File: src/hdl/tgl_pkg.sv
// Shared types, character codes and glyph tables for the text glyph layout block.
`default_nettype none

package tgl_pkg;

    // Character codes with a meaning of their own
    localparam logic [7:0] CHAR_NUL   = 8'h00;
    localparam logic [7:0] CHAR_TAB   = 8'h09;
    localparam logic [7:0] CHAR_NL    = 8'h0A;
    localparam logic [7:0] CHAR_SPACE = 8'h20;
    localparam logic [7:0] CHAR_FIRST = 8'h21;  // '!'
    localparam logic [7:0] CHAR_LAST  = 8'h7E;  // '~'

    // Upper bounds of the strip ranges and the gap removed above each
    localparam logic [7:0] CHAR_LOWER_Z = 8'h7A;  // 'z'
    localparam logic [7:0] CHAR_CARET   = 8'h5E;  // '^'
    localparam logic [7:0] CHAR_UPPER_Z = 8'h5A;  // 'Z'
    localparam logic [7:0] CHAR_QUEST   = 8'h3F;  // '?'
    localparam logic [7:0] CHAR_SEMI    = 8'h3B;  // ';'
    localparam logic [7:0] GAP_ABOVE_LOWER_Z = 8'(3 + 2 + 3 + 1 + 3);
    localparam logic [7:0] GAP_ABOVE_CARET   = 8'(2 + 3 + 1 + 3);
    localparam logic [7:0] GAP_ABOVE_UPPER_Z = 8'(3 + 1 + 3);
    localparam logic [7:0] GAP_ABOVE_QUEST   = 8'(1 + 3);
    localparam logic [7:0] GAP_ABOVE_SEMI    = 8'd3;

    // Glyph column of 'j', whose S coordinate gets a one-unit nudge
    localparam logic [6:0] J_COL = 7'(512 / 8);

    // Pen geometry
    localparam int          PEN_W     = 12;
    localparam logic [11:0] PEN_MAX   = 12'hFFF;
    localparam logic [3:0]  LINE_STEP = 4'd12;
    localparam logic [3:0]  GLYPH_W   = 4'd8;
    localparam logic [4:0]  TAB_STOP  = 5'd16;

    // Register indexes of the configuration port
    localparam logic REG_ORIGIN_X = 1'b0;
    localparam logic REG_ORIGIN_Y = 1'b1;

    // Queue between front and back
    localparam int FIFO_DEPTH = 4;
    localparam int FIFO_PTR_W = $clog2(FIFO_DEPTH);
    localparam int FIFO_CNT_W = $clog2(FIFO_DEPTH + 1);

    // Pen advance per character, space first
    localparam int ADV_ENTRIES = 95;
    localparam logic [2:0] ADVANCE_TAB [0:ADV_ENTRIES-1] = '{
        3'd2, 3'd4, 3'd5, 3'd0, 3'd0, 3'd7, 3'd7, 3'd2,
        3'd5, 3'd5, 3'd0, 3'd7, 3'd3, 3'd7, 3'd3, 3'd7,
        3'd7, 3'd7, 3'd7, 3'd7, 3'd7, 3'd7, 3'd7, 3'd7,
        3'd7, 3'd7, 3'd3, 3'd3, 3'd0, 3'd0, 3'd0, 3'd7,
        3'd0, 3'd7, 3'd7, 3'd7, 3'd7, 3'd7, 3'd7, 3'd7,
        3'd7, 3'd6, 3'd7, 3'd7, 3'd7, 3'd7, 3'd7, 3'd7,
        3'd7, 3'd7, 3'd7, 3'd7, 3'd7, 3'd7, 3'd7, 3'd7,
        3'd7, 3'd7, 3'd7, 3'd0, 3'd0, 3'd0, 3'd6, 3'd0,
        3'd0, 3'd6, 3'd6, 3'd6, 3'd6, 3'd6, 3'd6, 3'd6,
        3'd6, 3'd2, 3'd6, 3'd5, 3'd3, 3'd6, 3'd6, 3'd6,
        3'd6, 3'd6, 3'd6, 3'd6, 3'd6, 3'd6, 3'd6, 3'd6,
        3'd6, 3'd6, 3'd6, 3'd0, 3'd0, 3'd0, 3'd7
    };

    // What the back end does with one queued character
    typedef enum logic [1:0] {
        KIND_NUL,   // return pen to origin
        KIND_NL,    // carriage return and line feed
        KIND_TAB,   // jump to next tab stop
        KIND_ADV    // printable or space: advance, maybe draw
    } kind_t;

    typedef struct packed {
        kind_t       kind;
        logic        emit;    // draw a glyph rectangle
        logic [2:0]  adv;     // pen advance in pixels
        logic [14:0] tex_s;   // strip S coordinate, U10.5
    } op_t;

    // Advance for a code from space to '~'
    function automatic logic [2:0] advance_of(input logic [7:0] c);
        logic [6:0] idx;
        idx = 7'(c - CHAR_SPACE);
        return ADVANCE_TAB[idx];
    endfunction

    // Strip S coordinate for a code from '!' to '~'
    function automatic logic [14:0] glyph_tex_s(input logic [7:0] c);
        logic [7:0] gap;
        logic [6:0] col;
        if (c > CHAR_LOWER_Z)
            gap = GAP_ABOVE_LOWER_Z;
        else if (c > CHAR_CARET)
            gap = GAP_ABOVE_CARET;
        else if (c > CHAR_UPPER_Z)
            gap = GAP_ABOVE_UPPER_Z;
        else if (c > CHAR_QUEST)
            gap = GAP_ABOVE_QUEST;
        else if (c > CHAR_SEMI)
            gap = GAP_ABOVE_SEMI;
        else
            gap = 8'd0;
        col = 7'(c - gap - CHAR_FIRST);
        return {col, 8'd0} + 15'(col == J_COL);
    endfunction

endpackage

`default_nettype wire

File: src/hdl/tgl_front.sv
// Front end: accepts character beats, classifies them and queues the work.
`default_nettype none

module tgl_front (
    input  wire logic          s_tvalid,
    output logic               s_tready,
    input  wire logic [7:0]    s_tdata,    // [7:0] char_code
    input  wire logic          q_full,
    output logic               q_push,
    output tgl_pkg::op_t       q_op
);
    import tgl_pkg::*;

    logic keep;

    // Classify the code; ignored codes are taken but never queued
    always_comb
    begin
        keep       = 1'b1;
        q_op.kind  = KIND_ADV;
        q_op.emit  = 1'b0;
        q_op.adv   = 3'd0;
        q_op.tex_s = 15'd0;
        if (s_tdata == CHAR_NUL)
        begin
            q_op.kind = KIND_NUL;
        end
        else if (s_tdata == CHAR_NL)
        begin
            q_op.kind = KIND_NL;
        end
        else if (s_tdata == CHAR_TAB)
        begin
            q_op.kind = KIND_TAB;
        end
        else if (s_tdata >= CHAR_SPACE && s_tdata <= CHAR_LAST)
        begin
            q_op.kind  = KIND_ADV;
            q_op.emit  = (s_tdata != CHAR_SPACE);
            q_op.adv   = advance_of(s_tdata);
            q_op.tex_s = glyph_tex_s(s_tdata);
        end
        else
        begin
            keep = 1'b0;
        end
    end

    assign s_tready = !q_full;
    assign q_push   = s_tvalid && s_tready && keep;

endmodule

`default_nettype wire

File: src/hdl/tgl_fifo.sv
// Short queue of classified characters between front and back end.
`default_nettype none

module tgl_fifo (
    input  wire logic          clk,
    input  wire logic          rst_n,
    input  wire logic          wr_en,
    input  wire tgl_pkg::op_t  wr_data,
    output logic               full,
    input  wire logic          rd_en,
    output tgl_pkg::op_t       rd_data,
    output logic               empty
);
    import tgl_pkg::*;

    op_t                   entries [0:FIFO_DEPTH-1];
    logic [FIFO_PTR_W-1:0] wr_ptr_reg;
    logic [FIFO_PTR_W-1:0] rd_ptr_reg;
    logic [FIFO_CNT_W-1:0] count_reg;
    logic [FIFO_CNT_W-1:0] count_next;
    logic                  do_wr;
    logic                  do_rd;

    assign full    = (count_reg == FIFO_CNT_W'(FIFO_DEPTH));
    assign empty   = (count_reg == '0);
    assign do_wr   = wr_en && !full;
    assign do_rd   = rd_en && !empty;
    assign rd_data = entries[rd_ptr_reg];

    // Track fill level
    always_comb
    begin
        count_next = count_reg;
        if (do_wr && !do_rd)
            count_next = count_reg + 1'b1;
        else if (do_rd && !do_wr)
            count_next = count_reg - 1'b1;
    end

    // Advance pointers and count
    always_ff @(posedge clk or negedge rst_n)
    begin
        if (!rst_n)
        begin
            wr_ptr_reg <= '0;
            rd_ptr_reg <= '0;
            count_reg  <= '0;
        end
        else
        begin
            if (do_wr)
                wr_ptr_reg <= wr_ptr_reg + 1'b1;
            if (do_rd)
                rd_ptr_reg <= rd_ptr_reg + 1'b1;
            count_reg <= count_next;
        end
    end

    // Store the entry
    always_ff @(posedge clk)
    begin
        if (do_wr)
            entries[wr_ptr_reg] <= wr_data;
    end

    // Fill level stays within the depth
    a_count_bound: assert property (@(posedge clk) disable iff (!rst_n)
        count_reg <= FIFO_CNT_W'(FIFO_DEPTH))
        else $error("queue count beyond depth");

    // A lone write grows the queue by one
    a_write_grows: assert property (@(posedge clk) disable iff (!rst_n)
        (do_wr && !do_rd) |=> count_reg == $past(count_reg) + 1'b1)
        else $error("queue write did not grow count");

    // A lone read shrinks the queue by one
    a_read_shrinks: assert property (@(posedge clk) disable iff (!rst_n)
        (do_rd && !do_wr) |=> count_reg == $past(count_reg) - 1'b1)
        else $error("queue read did not shrink count");

endmodule

`default_nettype wire

File: src/hdl/tgl_back.sv
// Back end: keeps the pen and origin, carries out queued characters, drives results.
`default_nettype none

module tgl_back (
    input  wire logic          clk,
    input  wire logic          rst_n,
    input  wire logic          cfg_we,
    input  wire logic          cfg_index,
    input  wire logic [11:0]   cfg_wdata,
    input  wire logic          head_valid,
    input  wire tgl_pkg::op_t  head,
    output logic               pop,
    output logic               m_tvalid,
    input  wire logic          m_tready,
    output logic [79:0]        m_tdata
);
    import tgl_pkg::*;

    logic [PEN_W-1:0] origin_x_reg;
    logic [PEN_W-1:0] origin_y_reg;
    logic [PEN_W-1:0] pen_x_reg;
    logic [PEN_W-1:0] pen_x_next;
    logic [PEN_W-1:0] pen_y_reg;
    logic [PEN_W-1:0] pen_y_next;
    logic             out_valid_reg;
    logic [13:0]      rect_left_reg;
    logic [13:0]      rect_top_reg;
    logic [14:0]      rect_right_reg;
    logic [14:0]      rect_bottom_reg;
    logic [14:0]      tex_s_reg;

    logic             out_free;
    logic [12:0]      adv_sum;
    logic [12:0]      line_sum;
    logic signed [13:0] tab_t;
    logic signed [13:0] tab_adj;
    logic signed [14:0] tab_x;

    assign out_free = !out_valid_reg || m_tready;
    assign pop      = head_valid && (!head.emit || out_free);

    // Pen arithmetic for each kind of step
    always_comb
    begin
        adv_sum  = {1'b0, pen_x_reg} + 13'(head.adv);
        line_sum = {1'b0, pen_y_reg} + 13'(LINE_STEP);
        tab_t    = $signed({2'b00, pen_x_reg}) - $signed({2'b00, origin_x_reg})
                   + $signed(14'(TAB_STOP));
        // Stop count truncates toward zero, so round negatives up
        tab_adj  = tab_t[13] ? tab_t + 14'sd15 : tab_t;
        tab_x    = $signed({tab_adj[13], tab_adj[13:4], 4'b0000})
                   + $signed({3'b000, origin_x_reg});
    end

    // Next pen position
    always_comb
    begin
        pen_x_next = pen_x_reg;
        pen_y_next = pen_y_reg;
        if (pop)
        begin
            unique case (head.kind)
                KIND_NUL:
                begin
                    pen_x_next = origin_x_reg;
                    pen_y_next = origin_y_reg;
                end
                KIND_NL:
                begin
                    pen_x_next = origin_x_reg;
                    pen_y_next = line_sum[12] ? PEN_MAX : line_sum[11:0];
                end
                KIND_TAB:
                begin
                    if (tab_x[14])
                        pen_x_next = '0;
                    else if (tab_x[13:12] != 2'b00)
                        pen_x_next = PEN_MAX;
                    else
                        pen_x_next = tab_x[11:0];
                end
                KIND_ADV:
                begin
                    pen_x_next = adv_sum[12] ? PEN_MAX : adv_sum[11:0];
                end
                default:
                begin
                    pen_x_next = pen_x_reg;
                end
            endcase
        end
    end

    // Hold origin and pen, flag a waiting result
    always_ff @(posedge clk or negedge rst_n)
    begin
        if (!rst_n)
        begin
            origin_x_reg  <= '0;
            origin_y_reg  <= '0;
            pen_x_reg     <= '0;
            pen_y_reg     <= '0;
            out_valid_reg <= 1'b0;
        end
        else
        begin
            if (cfg_we && cfg_index == REG_ORIGIN_X)
                origin_x_reg <= cfg_wdata;
            if (cfg_we && cfg_index == REG_ORIGIN_Y)
                origin_y_reg <= cfg_wdata;
            pen_x_reg <= pen_x_next;
            pen_y_reg <= pen_y_next;
            if (pop && head.emit)
                out_valid_reg <= 1'b1;
            else if (m_tready)
                out_valid_reg <= 1'b0;
        end
    end

    // Load the glyph rectangle at the current pen
    always_ff @(posedge clk)
    begin
        if (pop && head.emit)
        begin
            rect_left_reg   <= {pen_x_reg, 2'b00};
            rect_top_reg    <= {pen_y_reg, 2'b00};
            rect_right_reg  <= {{1'b0, pen_x_reg} + 13'(GLYPH_W), 2'b00};
            rect_bottom_reg <= {{1'b0, pen_y_reg} + 13'(LINE_STEP), 2'b00};
            tex_s_reg       <= head.tex_s;
        end
    end

    assign m_tvalid = out_valid_reg;
    assign m_tdata  = {7'd0, tex_s_reg, rect_bottom_reg, rect_right_reg,
                       rect_top_reg, rect_left_reg};

    // A drawn glyph shows up as a result beat
    a_emit_shows: assert property (@(posedge clk) disable iff (!rst_n)
        (pop && head.emit) |=> out_valid_reg)
        else $error("drawn glyph produced no result beat");

    // End of string puts the pen at the origin
    a_nul_origin: assert property (@(posedge clk) disable iff (!rst_n)
        (pop && head.kind == KIND_NUL) |=>
            (pen_x_reg == $past(origin_x_reg) && pen_y_reg == $past(origin_y_reg)))
        else $error("pen not at origin after end of string");

    // Newline returns x and never moves y up
    a_nl_moves_down: assert property (@(posedge clk) disable iff (!rst_n)
        (pop && head.kind == KIND_NL) |=>
            (pen_x_reg == $past(origin_x_reg) && pen_y_reg >= $past(pen_y_reg)))
        else $error("newline moved pen wrongly");

    // Advancing never moves the pen left or down
    a_adv_forward: assert property (@(posedge clk) disable iff (!rst_n)
        (pop && head.kind == KIND_ADV) |=>
            (pen_x_reg >= $past(pen_x_reg) && pen_y_reg == $past(pen_y_reg)))
        else $error("advance moved pen backward");

    // Pen holds while nothing is taken from the queue
    a_pen_holds: assert property (@(posedge clk) disable iff (!rst_n)
        !pop |=> ($stable(pen_x_reg) && $stable(pen_y_reg)))
        else $error("pen moved without a queued character");

endmodule

`default_nettype wire

File: src/hdl/text_glyph_layout.sv
// Top level of the text glyph layout block: front end, queue and back end.
//
// Usage: character codes arrive one byte per beat on the s_ channel. Each
// printable non-space character yields one beat on the m_ channel with its
// glyph rectangle in quarter pixels and its font strip S coordinate. Space,
// tab, newline and NUL only move the pen; other codes are taken and dropped.
// origin_x (index 0) and origin_y (index 1) are written through cfg_we,
// cfg_index and cfg_wdata; the user must write them only while no character
// is in flight; the block leaves this unchecked. Throughput: one character
// per cycle while m_tready stays high. An accepted glyph is written into
// the queue, then popped by the back end into the result register, which
// drives m_tvalid. The pen update in the back end is one add and clamp.
// Stall: when the receiver holds m_tready low, the result register keeps its
// beat, the back end stops at the next glyph, and the four-entry queue fills;
// s_tready drops once it is full.
// Reset: pen and both origins clear to zero; queue and result register empty.
`default_nettype none

module text_glyph_layout (
    input  wire logic          clk,
    input  wire logic          rst_n,
    input  wire logic          cfg_we,
    input  wire logic          cfg_index,
    input  wire logic [11:0]   cfg_wdata,
    input  wire logic          s_tvalid,
    output logic               s_tready,
    input  wire logic [7:0]    s_tdata,   // [7:0] char_code
    output logic               m_tvalid,
    input  wire logic          m_tready,
    // [13:0] rect_left, [27:14] rect_top, [42:28] rect_right,
    // [57:43] rect_bottom, [72:58] tex_s, [79:73] zero
    output logic [79:0]        m_tdata
);
    import tgl_pkg::*;

    logic q_full;
    logic q_empty;
    logic q_push;
    logic q_pop;
    op_t  q_in;
    op_t  q_head;

    tgl_front u_front (
        .s_tvalid (s_tvalid),
        .s_tready (s_tready),
        .s_tdata  (s_tdata),
        .q_full   (q_full),
        .q_push   (q_push),
        .q_op     (q_in)
    );

    tgl_fifo u_fifo (
        .clk     (clk),
        .rst_n   (rst_n),
        .wr_en   (q_push),
        .wr_data (q_in),
        .full    (q_full),
        .rd_en   (q_pop),
        .rd_data (q_head),
        .empty   (q_empty)
    );

    tgl_back u_back (
        .clk        (clk),
        .rst_n      (rst_n),
        .cfg_we     (cfg_we),
        .cfg_index  (cfg_index),
        .cfg_wdata  (cfg_wdata),
        .head_valid (!q_empty),
        .head       (q_head),
        .pop        (q_pop),
        .m_tvalid   (m_tvalid),
        .m_tready   (m_tready),
        .m_tdata    (m_tdata)
    );

endmodule

`default_nettype wire

File: config.mk
export PLATFORM = sky130hd
export DESIGN_NAME = text_glyph_layout
export DESIGN_NICKNAME = d
export VERILOG_FILES = /design/src/hdl/tgl_pkg.sv /design/src/hdl/tgl_front.sv /design/src/hdl/tgl_fifo.sv /design/src/hdl/tgl_back.sv /design/src/hdl/text_glyph_layout.sv
export SDC_FILE = /design/constraint.sdc
export NUM_CORES = 1
export LEC_CHECK = 0
export ABC_AREA = 1
export BUFFER_PORTS_ARGS = -buffer_cell sky130_fd_sc_hd__buf_2
export CORE_ASPECT_RATIO = 1.4
export CORE_MARGIN = 1.5
export CORE_UTILIZATION = 56
export CTS_BUF_LIST = sky130_fd_sc_hd__clkbuf_8
export DETAILED_ROUTE_END_ITERATION = 8
export MAX_ROUTING_LAYER = met4
export PLACE_DENSITY = 0.86
export SYNTH_ARGS = -nofsm -noshare
export SYNTH_HDL_FRONTEND = slang
export SYNTH_HIERARCHICAL = 1
export SYNTH_SLANG_ARGS = --single-unit
File: constraint.sdc
create_clock -name clk -period 4.2 [get_ports clk]
set_input_delay 1.05 -clock clk [delete_from_list [all_inputs] [get_ports clk]]
set_output_delay 1.05 -clock clk [all_outputs]
set_load 0.02 [all_outputs]
==> metrics.md, run 1 <==
| Metric | Value |
|---|---|
| DP Area | `12230 sq um` |
| Critical path's slowest cell | `fa_2` |
| WP data arrival | `4950 ps` |
| Finished Cell Area | `13210 sq um` |
| Startpoint types | `flop` |
| Yosys cell types | `43` |
| Non-filler cells, final | `1640` |
| Metal3 WL | `1938 um` |
| Routed Antenna Nets | `0` |
| Initial Util | `0.5704` |
| Period utilization | `1.081` |
| Syn Area/Cell | `9.332 sq um` |
| RSZ-0062 raised after global routing | `yes` |
| Pin count of the biggest net entering global routing | `48` |
| Hpwl dp | `18970 um` |
| Vias | `9270` |
| Largest register FFs | `84` |
| Area grow syn2layout | `16.66%` |
| Post-synth top area cell | `edfxtp_1` |
| Port Buffers | `92` |
| Iteration-0 DRC Markers | `983` |
| Cts bufs inserted | `17` |
| Cell Rows | `61` |
| Number of global-route vias before repair | `8825` |
| # IOs | `108` |
| M1 WL | `9957 um` |
| Hold-fix buffers, CTS | `0` |
| Wire length on met2 | `14760 um` |
| Global Route Usage Sum | `0.2694` |
| Worst-path clk slew | `130 ps` |
| Register bit total from synthesis | `200` |
| Top Layer Used | `met4` |
| Root Buffer | `clkbuf_8` |
| Crit. End Element | `flop` |
| Die X-Extent | `123.2 um` |
| Seq/Total Area, Yosys | `0.5058` |
| CP peak stage delay | `420 ps` |
| Status | `finished with violations` |
| Hold slack | `467.8 ps` |
| Max Cap Viol | `0` |
| Floorplan Core Area | `19840 sq um` |
| CTS sink cnt | `200` |
| Main synth FF type | `edfxtp_1` |
| Most frequent cell on the critical path | `nand2_2` |
| Synth async-reset ratio | `0.2800` |
| Worst-margin pin slew | `1105 ps` |
| Gr ovfl total | `0` |
| Synth Instances | `1213` |
| TritonRoute pass-1 iters | `6` |
| TritonCTS clock tree | `built` |
| Final Slew Violations | `0` |
| Die area | `21090 sq um` |
| H-tree level count | `4` |
| CP required | `4610 ps` |
| Worst Setup Path Type | `reg2reg` |
| Placed cell count | `1585` |
| Die Ht | `171.2 um` |
| First-pass GRT wire length | `42320 um` |
| Layout cells sized above 1 | `0.2574` |
| Final min period | `4542 ps` |
| Yosys warnings | `6` |
| Fillcell total | `1396` |
| GPL Wtd Cong | `1.050` |
| Min-delay worst type | `reg2reg` |
| Failing checks | `negative setup slack` |
| Worst-Skew Late Latency | `490 ps` |
| Clock Path Buffers | `2` |
| # setup viols final | `12` |
| Final Hold Fails | `0` |
| Final nets | `1459` |
| Post-synth EDFFs | `144` |
| Synthesized area | `11320 sq um` |
| Critical Path Fanout Max | `6` |
| WL final | `28330 um` |
| Wirelength per Cell | `17.27 um` |
| Max Clock Freq | `220.2 MHz` |
| Skew final | `19.74 ps` |
| Max-slew headroom | `0.2636` |
| Final worst slack | `-341.9 ps` |
| Synth area leaders | `edfxtp_1 38%, dfrtp_1 12%, nand2_1 9.5%` |
| Via/cell ratio | `5.652` |
| Antenna violations before repair | `1` |
| Post-synth top area share | `0.3820` |
| Drt drc | `0` |
through the flow:
step | setup TNS [ps] | utilization | setup slack [ps]
floorplan | 0 | - | 61.94
global placement | -286.6 | 0.6165 | -32.24
detailed placement | -2159 | 0.6165 | -206.1
CTS | -97.89 | 0.6489 | -23.46
global route | -7002 | 0.6654 | -627.1
finish | -3494 | 0.6654 | -341.9
critical path, delay by kind of cell, from the launching register on:
kind | cells | cell delay [ps]
compound gates | 3 | 380
xor+xnor | 1 | 70
fa+ha+maj | 4 | 1200
buf+inv | 8 | 540
flops | 1 | 380
simple gates | 23 | 1880
cell usage after synthesis, types with 25 or more instances:
library cell and count:
nand2_1 287, inv_1 201, edfxtp_1 144, nand3_1 70
nor2_1 61, dfrtp_1 56, ha_1 54, o21ai_0 52
a21oi_1 32, xor2_1 29, buf_4 27, o211ai_1 25
layout by cell type, fill, tap and decap left out, types with 17 or more instances in the layout:
cell type and n:
o21ai_0 50, xor2_1 29, inv_1 191, nand2_1 268
buf_2 92, o211ai_1 25, ha_1 43, o211ai_2 21
inv_2 17, dfrtp_1 55, a21oi_1 24, edfxtp_1 144
clkbuf_8 17, nand2_2 27, nor2_1 57, conb_1 22
buf_4 80, a21oi_2 18, nand3_2 19, nand3_1 53
routing by layer:
metal / up-vias / global-route usage
li1: 4267 / -
met3: 151 / 0.04741
met4: 0 / 0.1444
met1: 4331 / 0.2797
met5: - / -
met2: 521 / 0.4802
kinds of logic (layout without fill, tap and decap cells):
kind of cell | after synthesis | after routing | synth area share
simple gates | 479 | 479 | 0.1828
xor+xnor | 36 | 36 | 0.02785
buf+inv | 266 | 420 | 0.1089
compound gates | 171 | 171 | 0.1054
fa+ha+maj | 59 | 59 | 0.06853
other cells | 2 | 23 | 0.0006635
flops | 200 | 200 | 0.5058
timing repair:
action,in CTS,in global routing
setup endpoints to repair,12,12
buffers inserted,9,12
pin swaps,16,37
cloned,1,0
gates resized for setup,34,57
final timing paths:
path	from	to	slack (ps)	cells past startpoint
max in group asynchronous	rst_n	u_back/pen_y_reg[3]$_DFFE_PN0P_	2670	2
worst min register to register	u_back/pen_y_reg[9]$_DFFE_PN0P_	u_back/rect_top_reg[11]$_DFFE_PP_	470	0
worst min-delay path	u_back/pen_y_reg[9]$_DFFE_PN0P_	u_back/rect_top_reg[11]$_DFFE_PP_	470	0
worst max register to register	u_back/pen_x_reg[0]$_DFFE_PN0P_	u_back/pen_x_reg[5]$_DFFE_PN0P_	-340	39
min in group asynchronous	rst_n	u_back/pen_y_reg[9]$_DFFE_PN0P_	750	1
worst max-delay path	u_back/pen_x_reg[0]$_DFFE_PN0P_	u_back/pen_x_reg[5]$_DFFE_PN0P_	-340	39
layout make-up:
| class | instances | area (sq um) | area share |
|---|---|---|---|
| Sequential cell | 200 | 5727 | 0.4337 |
| Multi-Input combinational cell | 767 | 4786 | 0.3624 |
| Timing Repair Buffer | 177 | 1135 | 0.08594 |
| Inverter | 210 | 798.3 | 0.06045 |
| Tap cell | 252 | 315.3 | 0.02388 |
| Clock buffer | 17 | 234.0 | 0.01772 |
| Clock inverter | 15 | 200.2 | 0.01516 |
| Timing Repair inverter | 1 | 7.507 | 0.0005685 |
| Antenna cell | 1 | 2.502 | 0.0001895 |
Power of run 1 is not shown: default switching activity piles up to over one toggle a cycle in this logic, so the estimate is an artifact.
==> run 2, diff against run 1 <==
--- a/config.mk
+++ b/config.mk
@@ -6,12 +6,14 @@
 export NUM_CORES = 1
 export LEC_CHECK = 0
 export ABC_AREA = 1
+export ABC_CLOCK_PERIOD_IN_PS = 4200
 export BUFFER_PORTS_ARGS = -buffer_cell sky130_fd_sc_hd__buf_2
 export CORE_ASPECT_RATIO = 1.4
 export CORE_MARGIN = 1.5
 export CORE_UTILIZATION = 56
 export CTS_BUF_LIST = sky130_fd_sc_hd__clkbuf_8
 export DETAILED_ROUTE_END_ITERATION = 8
+export GPL_TIMING_DRIVEN = 0
 export MAX_ROUTING_LAYER = met4
 export PLACE_DENSITY = 0.86
 export SYNTH_ARGS = -nofsm -noshare
==> run 2 against run 1 <==
Net effect:
- the flow still finishes with violations (negative setup slack)
- utilization is 0.71 points higher
- die area stayed put
- clock-buffer cell count unchanged
- maximum frequency decreased by 1.1%
- clock skew fell by 5.9 ps
- flip-flop and latch count stayed put
- wire length grew 0.45%
- sequential share of layout area decreased by 0.31 points
- largest cell class unchanged
==> metrics.md, run 2 (synthesis gave the netlist of run 1 again) <==
| Metric | Value |
|---|---|
| TritonCTS clock tree | `built` |
| Hold slack | `468.4 ps` |
| Clock Path Buffers | `2` |
| Max Clock Freq | `217.8 MHz` |
| Gr ovfl total | `0` |
| Final Hold Fails | `0` |
| Vias | `9360` |
| Port Buffers | `92` |
| CP required | `4600 ps` |
| # setup viols final | `12` |
| Worst-margin pin slew | `740.9 ps` |
| Pin count of the biggest net entering global routing | `57` |
| Commonest cells after routing, fill and taps aside | `267 x nand2_1, 190 x inv_1, 144 x edfxtp_1` |
| Worst Setup Path Type | `reg2reg` |
| WL final | `28450 um` |
| Hpwl dp | `19070 um` |
| Wirelength per Cell | `17.28 um` |
| Routed Antenna Nets | `0` |
| Hold-fix buffers, CTS | `0` |
| Critical Path Fanout Max | `6` |
| Worst-Skew Late Latency | `470 ps` |
| WP data arrival | `4990 ps` |
| Status | `finished with violations` |
| Final Slew Violations | `0` |
| Final worst slack | `-392.2 ps` |
| Period utilization | `1.093` |
| Crit. End Element | `flop` |
| # IOs | `108` |
| RSZ-0062 raised after global routing | `yes` |
| Die X-Extent | `123.2 um` |
| Skew final | `13.80 ps` |
| Fillcell total | `1398` |
| Global Route Usage Sum | `0.2765` |
| Worst-path clk slew | `110 ps` |
| Largest register FFs | `84` |
| Number of global-route vias before repair | `8988` |
| Critical path's slowest cell | `dfrtp_2` |
| Startpoint types | `flop` |
| Pre-CTS WS | `-716.0 ps` |
| Initial Util | `0.5704` |
| Root Buffer | `clkbuf_8` |
| Die Ht | `171.2 um` |
| Cell Rows | `61` |
| Min-delay worst type | `reg2reg` |
| Die area | `21090 sq um` |
| Floorplan Core Area | `19840 sq um` |
| Final min period | `4592 ps` |
| H-tree level count | `4` |
| Post-layout util | `0.6725` |
| CTS sink cnt | `200` |
| TritonRoute pass-1 iters | `6` |
| Cts bufs inserted | `17` |
| Layout cells sized above 1 | `0.2669` |
| Via/cell ratio | `5.683` |
| Commonest non-fill, non-tap cell in the layout | `nand2_1` |
| Most frequent cell on the critical path | `nand2_2` |
| Final nets | `1466` |
| Failing checks | `negative setup slack` |
| GPL Wtd Cong | `0.9675` |
| Max-slew headroom | `0.5056` |
| First-pass GRT wire length | `43750 um` |
| Antenna violations before repair | `1` |
| CP peak stage delay | `460 ps` |
| Drt drc | `0` |
| Area grow syn2layout | `17.90%` |
| Final TNS setup | `-4026 ps` |
| Iteration-0 DRC Markers | `970` |
| Max Cap Viol | `0` |
==> run 2: metal layers <==
layer  track usage  vias up  wire, um
li1              -     4287         -
met1        0.2886     4390      9793
met2        0.4911      543     15160
met3       0.04542      140      1907
met4        0.1534        0      1587
met5             -        -         0
==> run 2: worst paths after layout <==
path	from	end	slack [ps]	depth (start not counted)
max	u_back/origin_x_reg[8]$_DFFE_PN0P_	u_back/pen_x_reg[8]$_DFFE_PN0P_	-390	35
min	u_back/pen_y_reg[1]$_DFFE_PN0P_	u_back/rect_bottom_reg[3]$_DFFE_PP_	470	0
max reg2reg	u_back/origin_x_reg[8]$_DFFE_PN0P_	u_back/pen_x_reg[8]$_DFFE_PN0P_	-390	35
min reg2reg	u_back/pen_y_reg[1]$_DFFE_PN0P_	u_back/rect_bottom_reg[3]$_DFFE_PP_	470	0
max in group asynchronous	rst_n	u_back/pen_x_reg[1]$_DFFE_PN0P_	3060	1
min in group asynchronous	rst_n	u_back/pen_y_reg[8]$_DFFE_PN0P_	610	1
==> run 2: what timing repair did <==
| item | CTS | global route |
|---|---|---|
| pin swaps | 33 | 24 |
| gates resized for setup | 73 | 30 |
| cloned | 1 | 0 |
| endpoints found under the setup margin | 12 | 12 |
| buffers inserted | 19 | 12 |
==> run 2: cell type report <==
class,count,area (sq um),share of cell area
Antenna cell,1,2.502,0.0001875
Buffer,56,442.9,0.03319
Clock buffer,17,234.0,0.01753
Clock inverter,15,235.2,0.01763
Inverter,210,797.0,0.05972
Multi-Input combinational cell,767,4790,0.3589
Sequential cell,200,5746,0.4305
Tap cell,252,315.3,0.02363
Timing Repair Buffer,129,783.3,0.05869
==> run 2: through the flow <==
step | cell area [sq um] | cells
floorplan | 11390 | 1233
global route | 13350 | 1647
global placement | 12170 | 1577
CTS | 13130 | 1634
detailed placement | 12260 | 1582
finish | 13350 | 1647
==> run 2: worst max-delay path: cells and delay by family, from the launching register on <==
kind,cells,cell delay [ps]
buffers and inverters,7,550
DFF,1,460
adders and majority gates,3,850
and+or+nand+nor,21,2230
AOI/OAI and AO/OA,3,350
xor gates and xnor gates,1,70
Power of run 2 is left out for the same reason.
